<file path="src/avz_pkg.sv">
// ---------------------------------------------------------------------------
// avz_pkg: shared types for the align-vector-to-z rotation core
// Widths of the arithmetic words and the sideband records that travel
// beside the square-root and divider pipelines.
// ---------------------------------------------------------------------------
package avz_pkg;

  // Width of radicands, numerators and products.
  localparam int WIDE_W = 64;
  // Width of magnitudes and matrix elements.
  localparam int MAG_W  = 32;
  // Width of a square root of a wide word.
  localparam int ROOT_W = WIDE_W / 2;

  typedef logic [WIDE_W-1:0] wide_t;
  typedef logic [MAG_W-1:0]  mag_t;

  // Normalized magnitudes of the input vector on their way to the length.
  typedef struct packed {
    logic [2:0]      neg;
    logic            zero;
    logic [2:0][MAG_W-1:0] mag;
  } vec_side_t;

  // Signs and the zero flag beside the first divider.
  typedef struct packed {
    logic [2:0] neg;
    logic       zero;
  } flag_side_t;

  // Unit vector and its products beside the second square root.
  typedef struct packed {
    logic [2:0]      neg;
    logic            zero;
    logic [2:0][MAG_W-1:0] mag;
    wide_t           ab;
    wide_t           ac;
  } prod_side_t;

  // Unit vector, d and the flags beside the second divider.
  typedef struct packed {
    logic [2:0]      neg;
    logic            zero;
    logic            onx;
    logic [2:0][MAG_W-1:0] mag;
    mag_t            d;
  } quot_side_t;

endpackage

</file>
<file path="src/avz_sqrt_pipe.sv">
// ---------------------------------------------------------------------------
// avz_sqrt_pipe: pipelined integer square root
// Floor square root of a 64-bit word, one result bit per register stage,
// with a sideband that travels beside the radicand.
// ---------------------------------------------------------------------------
module avz_sqrt_pipe #(
  parameter int SW = 8
) (
  input  logic                          clk_i,
  input  logic                          rst_ni,
  input  logic                          en_i,
  input  logic                          valid_i,
  input  logic [avz_pkg::WIDE_W-1:0]    rad_i,
  input  logic [SW-1:0]                 side_i,
  output logic                          valid_o,
  output logic [avz_pkg::ROOT_W-1:0]    root_o,
  output logic [SW-1:0]                 side_o
);

  localparam int STAGES = avz_pkg::ROOT_W;

  logic                valid_q [STAGES];
  avz_pkg::wide_t      rem_q   [STAGES];
  avz_pkg::wide_t      res_q   [STAGES];
  logic [SW-1:0]       side_q  [STAGES];

  for (genvar s = 0; s < STAGES; s++) begin : g_stage
    localparam int SH = avz_pkg::WIDE_W - 2 - 2 * s;
    logic           v_in;
    avz_pkg::wide_t rem_in, res_in, rem_d, res_d, step, trial;
    logic [SW-1:0]  side_in;

    if (s == 0) begin : g_first
      assign v_in    = valid_i;
      assign rem_in  = rad_i;
      assign res_in  = '0;
      assign side_in = side_i;
    end else begin : g_next
      assign v_in    = valid_q[s-1];
      assign rem_in  = rem_q[s-1];
      assign res_in  = res_q[s-1];
      assign side_in = side_q[s-1];
    end

    // One step of the digit-by-digit root.
    always_comb begin
      step  = avz_pkg::wide_t'(1) << SH;
      trial = res_in + step;
      if (rem_in >= trial) begin
        rem_d = rem_in - trial;
        res_d = (res_in >> 1) + step;
      end else begin
        rem_d = rem_in;
        res_d = res_in >> 1;
      end
    end

    always_ff @(posedge clk_i or negedge rst_ni) begin
      if (!rst_ni) begin
        valid_q[s] <= 1'b0;
      end else if (en_i) begin
        valid_q[s] <= v_in;
      end
    end

    always_ff @(posedge clk_i) begin
      if (en_i) begin
        rem_q[s]  <= rem_d;
        res_q[s]  <= res_d;
        side_q[s] <= side_in;
      end
    end
  end

  assign valid_o = valid_q[STAGES-1];
  assign root_o  = res_q[STAGES-1][avz_pkg::ROOT_W-1:0];
  assign side_o  = side_q[STAGES-1];

endmodule

</file>
<file path="config.mk">
export PLATFORM = sky130hd
export DESIGN_NAME = avz_sqrt_pipe
export DESIGN_NICKNAME = d
export VERILOG_FILES = /design/src/avz_pkg.sv /design/src/avz_sqrt_pipe.sv
export SDC_FILE = /design/constraint.sdc
export NUM_CORES = 2
export LEC_CHECK = 0
export BUFFER_PORTS_ARGS = -buffer_cell sky130_fd_sc_hd__buf_2
export CORE_MARGIN = 4
export CORE_UTILIZATION = 27
export CTS_BUF_LIST = sky130_fd_sc_hd__clkbuf_16
export CTS_CLUSTER_DIAMETER = 100
export DETAILED_ROUTE_END_ITERATION = 10
export PLACE_DENSITY = 0.52
export SETUP_SLACK_MARGIN = 0.15
export SYNTH_ARGS = -nofsm -noshare
export SYNTH_HDL_FRONTEND = slang
export SYNTH_MEMORY_MAX_BITS = 65536
export SYNTH_SLANG_ARGS = --single-unit
</file>
<file path="constraint.sdc">
create_clock -name clk_i -period 4.5 [get_ports clk_i]
set_clock_uncertainty 0.15 [all_clocks]
set_input_delay 0.675 -clock clk_i [delete_from_list [all_inputs] [get_ports clk_i]]
set_output_delay 0.675 -clock clk_i [all_outputs]
set_load 0.1 [all_outputs]
</file>
==> flow_summary.toml <==
[logic_synthesis]
yosysWarnings = 0
ys_types = 90
synth_compound_area_share_pct = 9.023
synth_xor_area_share_pct = 5.892
synth.avg_cell_area_um2 = 13.01
synth_cells = 9961
syn_area_um2 = 129600
synthDominantCellAreaShare_pct = 64.12
synthFlopType = "edfxtp_1"
synth_top_family_by_area = "simple AND/OR/NAND/NOR gates"
synth_area_leader_cell = "edfxtp_1"
synth_edf_count = 2768
ys_ff_latch = 2800
yosys.area_share.simple_pct = 11.48
synthAdderAreaFrac_pct = 5.386
synthArstFlopShare_pct = 1.143
synthMuxAreaShare_pct = 0.8823
postSynthNetCount = 10600
ys_seq_area_share_pct = 64.74
ys_top_cells_by_area = "edfxtp_1 64%, ha_1 5.4%, xnor2_1 3.1%, xor2_1 2.8%, a21oi_1 2.2%"

[cts]
cts_sinks = 2800
cts_htree_levels = 5
clk_latency_ns = 1.00
clk_path_buf_depth = 4
path_clk_slew_ns = 0.06
cts_tree = "done"
cts.root.buffer_cell = "clkbuf_16"
cts_buffers = 323

[layout]
layout_commonest_cell = "edfxtp_1"
multiInputGateArea_um2 = 42460
drive_above_1_share_pct = 9.028
fin_nets = 11090
n_fill_cell = 47590
synthToLayoutAreaGrowth_pct = 16.17
final_area_um2 = 150600
regArea_um2 = 83920
final_cell_mix = "2768 x edfxtp_1, 740 x inv_1, 616 x nand2_1"
utilization_pct = 31.48

[timing]
fin_crit_sh_pct = 93.78
hold_violations = 0
worst-slew-pin-transition_ns = 1.161
slew_headroom_pct = 21.86
setup_viol = 0
layout_min_cycle_time_ns = 4.220
final.setup.worst_slack_ns = 0.2799
grt_setup_unrepaired = "true"
max_freq_ghz = 0.2370
finalMaxSlewViolations = 0

[route]
vias = 77960
drc_errors = 0
drt-initial-drc-count = 5414
routedWlPerCell_um = 17.84
wl_um = 305300
firstDrtPassIters = 5
antenna_left = 0
detail_route.vias_per_cell = 4.555

[global_route]
grt_pass1_vias = 77890
overflow = 0
grt_max_degree = 175
grt_pass1_wl_um = 470800
antenna_found_initial = 5
grt_use_total_pct = 12.12

[place]
pre_cts_ws_ns = -0.3408
place_area_um2 = 139200
dpl.hpwl_um = 227700
port_buffers = 116
globalplace.congestion = 0.8493

[worst_setup_path]
r2r-start = "res_q[1][342]"
startpoint_type = "flip-flop"
r2r-end = "rem_q[5][182]"
cp.arrival_ns = 4.73
reg2reg_slack_ns = 0.28
crit_type = "flip-flop to flip-flop"
crit_fanout = 6
required_ns = 5.01
end_kind = "flip-flop"
worst-r2r-cell-count = 13
cp-startpoint = "res_q[1][342]"

[run]
max-cap-violations = 0

[run_status]
status = "finished, final reports clean"

[die]
die_y_um = 700.9
ios = 117
row_count = 254
dieArea_um2 = 491200
core-area_um2 = 478300
start_util_pct = 27.10
die_x_um = 700.9

[hold_path]
hp-class = "input port to async pin"

[pwr]
ir_drop_v = 0.0003094
p_leak_nw = 55.32
power_density_nw_per_um2 = 507.6
-- flip-flops by register name, summed over array words and instances (netlist names) --
| register | cells |
|---|---|
| rem_q | 1984 |
| side_q | 256 |
| res_q | 528 |
| valid_o | 1 |
| g_stage.v_in | 31 |
-- synth_stat cells, types with 19 or more instances --
cell and instances:
a2111oi_0 19, a211o_1 21, a211oi_1 46, a21boi_0 31, a21o_1 262, a21oi_1 574
a31oi_1 47, and2_1 36, and3_1 59, and4_1 24, clkbuf_1 178, dfrtp_1 32
edfxtp_1 2768, ha_1 558, inv_1 687, mux2_2 98, nand2_1 616, nand2b_1 101
nand3_1 165, nand3b_1 40, nand4_1 174, nand4b_1 27, nor2_1 593, nor2b_1 72
nor3_1 280, nor3b_1 20, nor4_1 361, nor4b_1 43, o211ai_1 31, o21a_1 111
o21ai_0 466, o21bai_1 36, o31ai_1 45, or2_2 47, or3_1 102, or4_1 65
xnor2_1 461, xor2_1 411
-- logic make-up (layout without fill, tap and decap cells) --
kind of cell	Yosys count	count (layout)
other cells	0	3
mux	102	102
flops	2800	2800
compound gates	1871	1871
buf+inv	893	1643
xor+xnor	872	872
fa+ha+maj	558	558
simple gates	2865	2865
-- per-layer routing --
| layer | vias to the layer above | part of all wire (%) | global-route usage, % |
|---|---|---|---|
| met5 | - | 0 | 0 |
| met4 | 0 | 3.5 | 4.050 |
| met3 | 483 | 3.6 | 1.660 |
| met2 | 1379 | 50 | 21.45 |
| met1 | 37560 | 43 | 15.15 |
| li1 | 38540 | - | - |
-- timing repair --
| action | in CTS | in global routing |
|---|---|---|
| gates resized for setup | 8 | 4 |
| pin swaps | 1 | 1 |
| buffers inserted | 2 | 0 |
| hold buffers | 76 | 0 |
| endpoints found under the setup margin | 14 | 8 |
| endpoints found under the hold margin | 116 | 0 |
-- critical path, stage by stage (launching register included) --
cell and delay (ns):
edfxtp_1 0.46, inv_1 0.07, ha_1 0.38, o21a_1 0.15, o31a_1 0.17, o21ai_0 0.17, o2bb2ai_1 0.24, buf_4 0.18
o311ai_1 0.38, and3_1 0.36, o311ai_0 0.27, buf_4 0.25, nor3b_1 0.34, xor2_2 0.42
-- power by group --
group          switching [W]  internal (W)
Clock                 0.0107        0.0153
Sequential           0.00258        0.0329
Combinational        0.00875       0.00619
-- worst max path at each step --
stage / endpoint / slack [ns] / cells past startpoint
after detailed placement: rem_q[5][183] / -0.34 / 11
after CTS: rem_q[5][178] / 0.18 / 11
after floorplan: rem_q[7][127] / 0.91 / 10
after global routing: rem_q[5][182] / 0.13 / 13
final: rem_q[5][182] / 0.28 / 13
after global placement: rem_q[5][178] / -0.30 / 11
-- layout make-up --
type	count	share of cell area, %
flip-flops and latches	2800	55.73
clock buffers	328	5.451
clock inverters	253	1.588
multi-input cells	6268	28.20
repair buffers	370	1.987
inverters	692	1.725
diodes	3	0.004985
well taps	6400	5.318
-- metrics by stage --
stage	total power, W	TNS (ns)	hold WS, ns	std cells
after floorplan	0.04544	0	0.2294	9961
after global placement	0.05084	-0.9850	0.2505	16450
after detailed placement	0.05083	-1.067	0.2545	16450
after CTS	0.07744	0	0.02346	17110
after global routing	0.08055	0	0.1707	17110
final	0.07644	0	0.1641	17110
Power figures use the tool's default switching activity.
